--- src/rtl/nvrc_pkg.sv ---
// ----------------------------------------------------------------------------
// nvrc_pkg: shared types and constants of the record checker
// Status and kind codes, the result entry carried to the output queue and the
// byte-wide CRC-16/CCITT-FALSE update.
// ----------------------------------------------------------------------------
package nvrc_pkg;

  localparam int unsigned SEQ_BYTES  = 8;
  localparam int unsigned HDR_BYTES  = 12;
  localparam int unsigned FTR_BYTES  = 2;
  localparam int unsigned MIN_BYTES  = HDR_BYTES + FTR_BYTES;
  localparam logic [15:0] CRC_POLY   = 16'h1021;
  localparam logic [15:0] CRC_INIT   = 16'hFFFF;
  localparam logic [15:0] CRC_TOP    = 16'h8000;

  typedef enum logic [2:0] {
    ST_OK        = 3'd0,
    ST_SHORT     = 3'd1,
    ST_LONG      = 3'd2,
    ST_LEN_MISM  = 3'd3,
    ST_CRC_MISM  = 3'd4
  } status_t;

  typedef enum logic {
    KIND_PAYLOAD = 1'b0,
    KIND_VERDICT = 1'b1
  } kind_t;

  typedef struct packed {
    kind_t       kind;
    logic [7:0]  payload_byte;
    logic [63:0] sequence_res;
    logic [31:0] payload_length;
    status_t     status;
    logic        run_end;
  } res_t;

  typedef struct packed {
    logic [1:0] n;
    res_t       first;
    res_t       second;
  } core_out_t;

  function automatic logic [15:0] crc_byte(input logic [15:0] c, input logic [7:0] b);
    logic [15:0] r;
    r = c ^ {b, 8'h00};
    for (int k = 0; k < 8; k++) begin
      if ((r & CRC_TOP) != 16'h0000) begin
        r = (r << 1) ^ CRC_POLY;
      end else begin
        r = r << 1;
      end
    end
    return r;
  endfunction

endpackage

--- src/rtl/nvrc_core.sv ---
// ----------------------------------------------------------------------------
// nvrc_core: record state and per-beat checking
// Holds the delay line, byte count, running CRC and header fields, and forms
// the payload and verdict results of the beat in the input register.
// ----------------------------------------------------------------------------
module nvrc_core import nvrc_pkg::*; #(
  parameter int unsigned MAX_RECORD_BYTES = 65536
) (
  input  logic       clk,
  input  logic       rst,
  input  logic       step,
  input  logic [7:0] data,
  input  logic       last,
  output core_out_t  co
);

  localparam int unsigned CNT_W = $clog2(MAX_RECORD_BYTES + 2);
  localparam logic [CNT_W-1:0] MAX_CNT   = CNT_W'(MAX_RECORD_BYTES);
  localparam logic [CNT_W-1:0] SEQ_END   = CNT_W'(SEQ_BYTES);
  localparam logic [CNT_W-1:0] HDR_END   = CNT_W'(HDR_BYTES);
  localparam logic [CNT_W-1:0] PAY_START = CNT_W'(MIN_BYTES);
  localparam logic [CNT_W-1:0] MIN_CNT   = CNT_W'(MIN_BYTES);

  logic [7:0]       tail0;
  logic [7:0]       tail1;
  logic [CNT_W-1:0] byte_count;
  logic [15:0]      crc_acc;
  logic [63:0]      seq_reg;
  logic [31:0]      len_reg;

  logic [63:0]      seq_next;
  logic [31:0]      len_next;
  logic [15:0]      crc_next;
  logic [CNT_W-1:0] n;
  logic [CNT_W-1:0] body_len;
  logic             pay_vld;
  status_t          st;
  res_t             pay_res;
  res_t             vrd_res;

  always_comb begin
    seq_next = seq_reg;
    len_next = len_reg;
    if (byte_count < SEQ_END) begin
      seq_next[8*byte_count[2:0] +: 8] = data;
    end else if (byte_count < HDR_END) begin
      len_next[8*byte_count[1:0] +: 8] = data;
    end
    crc_next = (byte_count >= CNT_W'(FTR_BYTES)) ? crc_byte(crc_acc, tail1) : crc_acc;
    pay_vld  = (byte_count >= PAY_START);
    n        = (byte_count <= MAX_CNT) ? byte_count + 1'b1 : byte_count;
    body_len = n - MIN_CNT;

    if (n < MIN_CNT) begin
      st = ST_SHORT;
    end else if (n > MAX_CNT) begin
      st = ST_LONG;
    end else if (len_next != {{(32-CNT_W){1'b0}}, body_len}) begin
      st = ST_LEN_MISM;
    end else if (crc_next != {data, tail0}) begin
      st = ST_CRC_MISM;
    end else begin
      st = ST_OK;
    end

    pay_res                = '0;
    pay_res.kind           = KIND_PAYLOAD;
    pay_res.payload_byte   = tail1;
    pay_res.status         = ST_OK;

    vrd_res                = '0;
    vrd_res.kind           = KIND_VERDICT;
    vrd_res.sequence_res   = seq_next;
    vrd_res.payload_length = len_next;
    vrd_res.status         = st;
    vrd_res.run_end        = 1'b1;

    co.n      = {1'b0, pay_vld} + {1'b0, last};
    co.first  = pay_vld ? pay_res : vrd_res;
    co.second = vrd_res;
  end

  always_ff @(posedge clk) begin
    if (rst || (step && last)) begin
      tail0      <= '0;
      tail1      <= '0;
      byte_count <= '0;
      crc_acc    <= CRC_INIT;
      seq_reg    <= '0;
      len_reg    <= '0;
    end else if (step) begin
      tail1   <= tail0;
      tail0   <= data;
      crc_acc <= crc_next;
      seq_reg <= seq_next;
      len_reg <= len_next;
      if (byte_count <= MAX_CNT) begin
        byte_count <= byte_count + 1'b1;
      end
    end
  end

endmodule

--- config.mk ---
export PLATFORM = sky130hd
export DESIGN_NAME = nvrc_core
export DESIGN_NICKNAME = d
export VERILOG_FILES = /design/src/rtl/nvrc_pkg.sv /design/src/rtl/nvrc_core.sv
export SDC_FILE = /design/constraint.sdc
export NUM_CORES = 1
export LEC_CHECK = 0
export BUFFER_PORTS_ARGS = -buffer_cell sky130_fd_sc_hd__buf_2
export CAP_MARGIN = 10
export CORE_AREA = 2 2 140 142
export CTS_BUF_LIST = sky130_fd_sc_hd__clkbuf_8
export DETAILED_ROUTE_END_ITERATION = 8
export DIE_AREA = 0 0 142 144
export GPL_TIMING_DRIVEN = 0
export PLACE_DENSITY = 0.73
export SLEW_MARGIN = 20
export SYNTH_ARGS = -nofsm -noshare
export SYNTH_HDL_FRONTEND = slang
export SYNTH_SLANG_ARGS = --single-unit
export TNS_END_PERCENT = 30
--- constraint.sdc ---
create_clock -name clk -period 4.6 [get_ports clk]
set_clock_uncertainty 0.05 [all_clocks]
set_input_delay 0 -clock clk [delete_from_list [all_inputs] [get_ports clk]]
set_output_delay 0 -clock clk [all_outputs]
set_load 0.02 [all_outputs]
==> reports/metrics.yaml, run 1 <==
synthesis:
  synth-seq-cells: 145
  synth_seq_area_share_pct: 31.13
  post-synth-top-area-cell: "dfxtp_1"
  netlist_instances: 1253
  ys.flop_type: "dfxtp_1"
  synthesis.area_um2: 9324
  synth_enable_flop_cells: 0
  avgSynthCellArea_um2: 7.441
  yosysWarnings: 0
  synth_top_area_share_pct: 31.13
  ys_types: 68
  synth_area_leaders: "dfxtp_1 31%, nor2_1 11%, mux2i_1 9.8%"
  ys_async_sr_fraction_pct: 0
placed_design:
  gp_congestion: 0.9270
  dpl.hpwl_mm: 22.65
  place_inst: 1718
  io_buffers: 219
sta:
  fin_crit_ps: 4516
  setup_violations: 0
  maxSlewHeadroom_pct: 29.77
  tns_ps: 0
  max_freq_mhz: 221.4
  max_slew.worst_pin.slew_ps: 1053
  slew_viol_final: 0
  fin_crit_sh_pct: 98.17
  hold_viol_final: 0
setup_path:
  worstSetupPathType: "reg2out"
  crit_slowest_cell: "or3_1"
  slowest_delay_ps: 420
  start_kind: "register"
  crit_buf_inv: 7
  endpoint_kind: "output pin"
  path_max_fanout: 10
  critPathArrivalTime_ps: 4470
  worstPathRequired_ps: 4550
  crit_chain: "clkbuf_4 -> clkbuf_8 -> inv_4 -> ha_4 -> nor3b_2 -> nand4_1 -> buf_4 -> clkbuf_8 -> a21oi_1 -> xnor2_1 -> nand3_1 -> or3_1 -> xnor2_1 -> nor4_2 -> buf_4 -> nand4b_1 -> nor3_1 -> buf_2"
  crit_family: "simple AND/OR/NAND/NOR gates"
power:
  power_density_nw_per_um2: 294.9
  ir_drop_uv: 197.5
  fin_total_pwr_mw: 3.414
  p_switching_mw: 1.275
  pwr-share-clk_pct: 33.5
  p_seq_share_pct: 39.8
  p_sw_share_pct: 37.34
  p_leak_nw: 5.824
  p_int_mw: 2.139
  combPwrFrac_pct: 26.8
clock_network:
  cts_buffer_depth: 2
  cts.sinks: 145
  cts.clk_slew.worst_paths_ps: 100
  clk_latency_ps: 480
  cts_buffers: 17
  htreeDepth: 4
  root_buffer: "clkbuf_8"
  cts_tree: "yes"
floorplan:
  die_height_um: 144
  die_area_um2: 20450
  ios: 232
  rows: 51
  die_w_um: 142
  coreArea_um2: 19080
  start_util_pct: 48.87
global_routing:
  grt.overflow.total: 0
  grtUsageTotal_pct: 29.27
  grt_start_max_net_pins: 18
  grt_pass1_vias: 8653
  gr-usage-met1_pct: 39.16
  grt_pass1_wl_mm: 47.00
  use_met2_pct: 48.64
  antenna_found_initial: 2
  busiest_layer: "met2"
  grt_use_met3_pct: 4.735
route:
  post_drt_wl_per_cell_um: 17.56
  drc: 0
  first_pass_iters: 5
  routed-via-count: 9902
  vias_per_cell: 5.601
  ant_nets: 0
  drtIter0Drc: 841
  wirelength_mm: 31.04
layout:
  area_growth_pct: 24.18
  stdcell_count: 1768
  post-route-util_pct: 60.69
  drive_above_1_share_pct: 22.29
  largest_register_ffs: 64
  fin_nets: 1536
  antenna_cells: 0
worst_hold_path:
  min_path_type: "in2reg"
status:
  outcome: "completed"
run:
  drv_cap: 0
## placed cells by master, fill, tap and decap left out, types with 13 or more instances in the layout
cell,count
nor2_1,264
buf_2,225
dfxtp_1,144
inv_1,104
a211oi_1,99
mux2i_1,87
clkbuf_1,75
nand2_1,69
xnor2_1,59
a21oi_1,45
nand3_1,30
buf_4,27
and2_1,21
xor2_1,21
clkbuf_8,19
o21ai_0,14
o211ai_1,13
## stage by stage
step	setup slack [ps]	cell area, um^2	hold WS, ps
global route	-38.83	11580	116.2
finish	83.99	11580	96.48
detailed placement	-646.2	10750	340.8
CTS	12.65	11410	53.69
floorplan	324.0	9354	97.53
global placement	-658.2	10750	330.6
## synth_stat cells (5+ instances only)
cell / n
a21oi_1: 48
o211ai_1: 13
o21ai_0: 14
buf_2: 5
a31oi_1: 5
a211o_1: 5
inv_1: 105
nand2b_1: 5
nor4_1: 12
xnor2_1: 61
and3_1: 8
buf_1: 6
nor3_1: 11
nand2_1: 70
nand4_1: 12
nor2b_1: 12
nand3_1: 31
nor2_1: 264
mux2i_1: 91
nor4_2: 5
or4_1: 5
xor2_1: 21
dfxtp_1: 145
and2_1: 21
a211oi_1: 103
or3_1: 9
clkbuf_1: 83
buf_4: 12
ha_1: 7
## area by class of cell
cell class	instances	area [um^2]
Tap cell	238	297.8
Clock inverter	15	209.0
Fill cell	1799	7501
Buffer	106	493.0
Multi-Input combinational cell	901	5778
Inverter	108	407.9
Sequential cell	145	2904
Clock buffer	17	234.0
Timing Repair Buffer	238	1255
## power by group through the flow
stage	logic [mW]	clock network, mW	registers (mW)
global route	0.988	1.19	1.36
finish	0.914	1.14	1.36
detailed placement	0.873	0	1.38
global placement	0.866	0	1.38
CTS	0.892	1.15	1.35
floorplan	0.614	0	1.37
## repair_timing
item	in CTS	in global routing
pin swaps	6	5
endpoints found under the hold margin	10	0
gates cloned	0	0
setup endpoints to repair	30	6
setup buffers	11	4
hold buffers	4	0
resized for setup	25	34
## path summary, 6_finish.rpt
path                                      from          to  slack (ps)  cells past startpoint
worst min register to register      seq_reg[7]  seq_reg[7]         430                      2
worst max register to register  byte_count[16]  seq_reg[4]        1020                      8
worst min-delay path                      last  crc_acc[4]         100                      4
worst max-delay path             byte_count[0]       co[3]          80                     18
## tightest hold or removal path: cells and delay by family
| kind | cells | cell delay, ps |
|---|---|---|
| AO/OA/AOI/OAI | 1 | 110 |
| buffers and inverters | 2 | 390 |
| AND/OR/NAND/NOR | 1 | 110 |
## kinds of logic after synthesis
logic type,Yosys count,share of synthesized area (%)
mux,92,9.890
other cells,2,0.08055
flops,145,31.13
compound gates,218,16.10
fa+ha+maj,7,0.9393
xor+xnor,82,7.703
buf+inv,215,9.286
simple gates,492,24.87
## routing by layer
metal	share of wire, %	vias to the layer above
met5	0	-
met4	2.4	0
met3	7.6	51
met2	47	478
met1	43	4607
li1	-	4766
Power figures use the tool's default switching activity.
==> inputs of run 2 (changes only) <==
--- a/config.mk
+++ b/config.mk
@@ -5,14 +5,15 @@
 export SDC_FILE = /design/constraint.sdc
 export NUM_CORES = 1
 export LEC_CHECK = 0
+export ABC_AREA = 1
 export BUFFER_PORTS_ARGS = -buffer_cell sky130_fd_sc_hd__buf_2
 export CAP_MARGIN = 10
-export CORE_AREA = 2 2 140 142
+export CORE_AREA = 2 2 148 150
 export CTS_BUF_LIST = sky130_fd_sc_hd__clkbuf_8
 export DETAILED_ROUTE_END_ITERATION = 8
-export DIE_AREA = 0 0 142 144
+export DIE_AREA = 0 0 150 152
 export GPL_TIMING_DRIVEN = 0
-export PLACE_DENSITY = 0.73
+export PLACE_DENSITY = 0.71
 export SLEW_MARGIN = 20
 export SYNTH_ARGS = -nofsm -noshare
 export SYNTH_HDL_FRONTEND = slang
==> run 2 against run 1 <==
Net effect: synthesized cell count rose by 40%; sequential share of layout area shrank 1.5 points; clock power fell by 8%; critical path depth grew 4; worst setup slack better by 220 ps.
==> reports/metrics.yaml, run 2 <==
power:
  fin_total_pwr_mw: 3.658  # was 3.414 mW
  p_leak_nw: 6.908  # was 5.824 nW
  power_density_nw_per_um2: 296.7  # was 294.9 nW/um^2
  ir_drop_uv: 151.3  # was 197.5 uV
placed_design:
  place_ws_ps: 924.9  # was -646.2 ps
  postPlaceCellArea_um2: 11870  # was 10,750 um^2
  dpl.hpwl_mm: 28.69  # was 22.65 mm
  place_inst: 2255  # was 1,718
  gp_congestion: 0.9709  # was 0.9270
  io_buffers: 218  # was 219
setup_path:
  endpoint_kind: "output pin"  # unchanged
  worstSetupPathType: "reg2out"  # unchanged
  worstPathRequired_ps: 4550  # about the same
  critical_path.endpoint: "co[110]"  # was co[3]
  critPathArrivalTime_ps: 4240  # was 4470 ps
  startpoint: "byte_count[0]"  # unchanged
  r2r_start: "byte_count[0]"  # was byte_count[16]
  reg2reg_slack_ps: 840  # was 1020 ps
  worstReg2RegEnd: "seq_reg[16]"  # was seq_reg[4]
  start_kind: "register"  # unchanged
  path_max_fanout: 11  # was 10
  reg2reg_depth: 15  # was 8
sta:
  max_freq_mhz: 232.9  # was 221.4 MHz
  maxSlewHeadroom_pct: 42.52  # was 29.77%
  fin_crit_sh_pct: 93.33  # was 98.17%
  max_slew.worst_pin.slew_ps: 855.7  # was 1053 ps
  tns_ps: 0  # unchanged
  rsz0062_at_grt: "false"
  fin_crit_ps: 4293  # was 4516 ps
  hold_viol_final: 0  # unchanged
  setup_violations: 0  # unchanged
  fin_hold_ws_ps: 109.9  # was 96.48 ps
  finalWorstSetupSlack_ps: 306.6  # was 83.99 ps
  slew_viol_final: 0  # unchanged
synthesis:
  avgSynthCellArea_um2: 5.938  # was 7.441 um^2
  ys_types: 42  # was 68
  yosysWarnings: 0  # unchanged
  post-synth-top-area-cell: "dfxtp_1"  # unchanged
  ys.flop_type: "dfxtp_1"  # unchanged
  synth-seq-cells: 145  # unchanged
  ys_async_sr_fraction_pct: 0  # unchanged
  synthTopCellsByCount: "369 x nand2_1, 322 x inv_1, 231 x nor2_1"  # was 264 x nor2_1, 145 x dfxtp_1, 105 x inv_1
  synth_enable_flop_cells: 0  # unchanged
  synth_seq_area_share_pct: 27.95  # was 31.13%
  synthesis.area_um2: 10390  # was 9324 um^2
  synth_top_area_share_pct: 27.95  # was 31.13%
  netlist_instances: 1749  # was 1,253
  synth_area_leaders: "dfxtp_1 28%, nand2_1 13%, inv_1 12%"  # was dfxtp_1 31%, nor2_1 11%, mux2i_1 9.8%
  yosysMostFrequentCell: "nand2_1"  # was nor2_1
global_routing:
  gr-usage-met1_pct: 40.97  # was 39.16%
  busiest_layer: "met2"  # unchanged
  grt.overflow.total: 0  # unchanged
  antenna_found_initial: 0  # was 2
  grt_start_max_net_pins: 17  # was 18
  grt_pass1_vias: 10990  # was 8,653
  grtUsageTotal_pct: 32.21  # was 29.27%
  grt_pass1_wl_mm: 57.87  # was 47.00 mm
  use_met2_pct: 52.53  # was 48.64%
  grt_use_met3_pct: 5.315  # was 4.735%
route:
  wirelength_mm: 37.43  # was 31.04 mm
  first_pass_iters: 5  # unchanged
  vias_per_cell: 5.271  # was 5.601
  drtIter0Drc: 913  # was 841
  routed-via-count: 12090  # was 9,902
  post_drt_wl_per_cell_um: 16.32  # was 17.56 um
  drc: 0  # unchanged
  ant_nets: 0  # unchanged
floorplan:
  rows: 54  # was 51
  die_height_um: 152  # was 144 um
  die_area_um2: 22800  # was 20,450 um^2
  coreArea_um2: 21350  # was 19,080 um^2
  die_w_um: 150  # was 142 um
  ios: 232  # unchanged
  start_util_pct: 48.65  # was 48.87%
clock_network:
  cts_tree: "yes"  # unchanged
  cts_buffers: 17  # unchanged
  root_buffer: "clkbuf_8"  # unchanged
  htreeDepth: 4  # unchanged
  cts_buffer_depth: 2  # unchanged
  cts.clk_slew.worst_paths_ps: 90  # was 100 ps
  clk_latency_ps: 470  # was 480 ps
  post_cts_buffers: 0  # was 11
  cts_resized: 0  # was 25
  cts_hold_buf: 6  # was 4
  cts.sinks: 145  # unchanged
layout:
  largest_register_ffs: 64  # unchanged
  fin_nets: 2019  # was 1,536
  final_common_cell: "nand2_1"  # was nor2_1
  post-route-util_pct: 57.74  # was 60.69%
  drive_above_1_share_pct: 17.49  # was 22.29%
  area_growth_pct: 18.68  # was 24.18%
  fillers: 2214  # was 1,799
  most-common-layout-cells: "369 x nand2_1, 324 x inv_1, 231 x nor2_1, 227 x buf_2, 145 x dfxtp_1"  # was 264 x nor2_1, 225 x buf_2, 144 x dfxtp_1, 104 x inv_1, 99 x a211oi_1
  antenna_cells: 0  # unchanged
  stdcell_count: 2293  # was 1,768
  postLayoutCellArea_um2: 12330  # was 11,580 um^2
run:
  drv_cap: 0  # unchanged
worst_hold_path:
  min_path_type: "in2reg"  # unchanged
status:
  outcome: "completed"  # unchanged
-- run 2: cell type report --
type / count / area (um^2) / area share, %
clock inverters: 15 / 160.2 / 1.299
flip-flops and latches: 145 / 2903 / 23.55
plain buffers: 101 / 488.0 / 3.959
well taps: 280 / 350.3 / 2.842
inverters: 333 / 1252 / 10.16
multi-input cells: 1178 / 5788 / 46.96
clock buffers: 17 / 234.0 / 1.898
repair buffers: 224 / 1151 / 9.338
-- run 2: worst min path at each step --
stage | from | to | depth (start not counted)
finish | data[6] | tail0[6] | 3
global placement | data[3] | tail0[3] | 3
floorplan | data[0] | tail0[0] | 2
global route | data[6] | tail0[6] | 3
detailed placement | data[3] | tail0[3] | 3
CTS | data[6] | tail0[6] | 3
-- run 2: kinds of logic after synthesis --
group,Yosys count,synth area share (%)
buffers and inverters,434,16.76
and+or+nand+nor,787,32.94
other,2,0.07231
DFF,145,27.95
AOI/OAI and AO/OA,330,17.73
xor gates and xnor gates,44,3.710
adders and majority gates,7,0.8432
-- run 2: layer usage --
| layer | vias to the layer above | part of all wire (%) |
|---|---|---|
| met5 | - | 0 |
| met4 | 0 | 4.6 |
| met3 | 104 | 7.0 |
| met2 | 522 | 47 |
| met1 | 5541 | 41 |
| li1 | 5920 | - |
-- run 2: worst max-delay path, stage by stage, from the launching register on --
cell and delay, ps:
dfxtp_1 390, buf_2 220, inv_1 70, buf_2 210, ha_1 310, buf_2 190, inv_1 110, nor2_1 500
inv_1 300, nor3_1 200, nand4_1 170, nand2_1 180, nor2_1 70, nand2_1 60, nor2_1 80, nand4_1 130
nor2_1 70, nand2_1 60, nor2_1 40, nand3_1 60, nand2_1 70, a21oi_1 110, buf_2 180
-- run 2: power breakdown --
part	switching [mW]	internal [mW]	total [mW]	leakage, nW
sequential	0.0464	1.33	1.37	1.19
clock	0.565	0.488	1.05	0.190
combinational	0.873	0.359	1.23	5.53
total	1.48	2.17	3.66	6.91
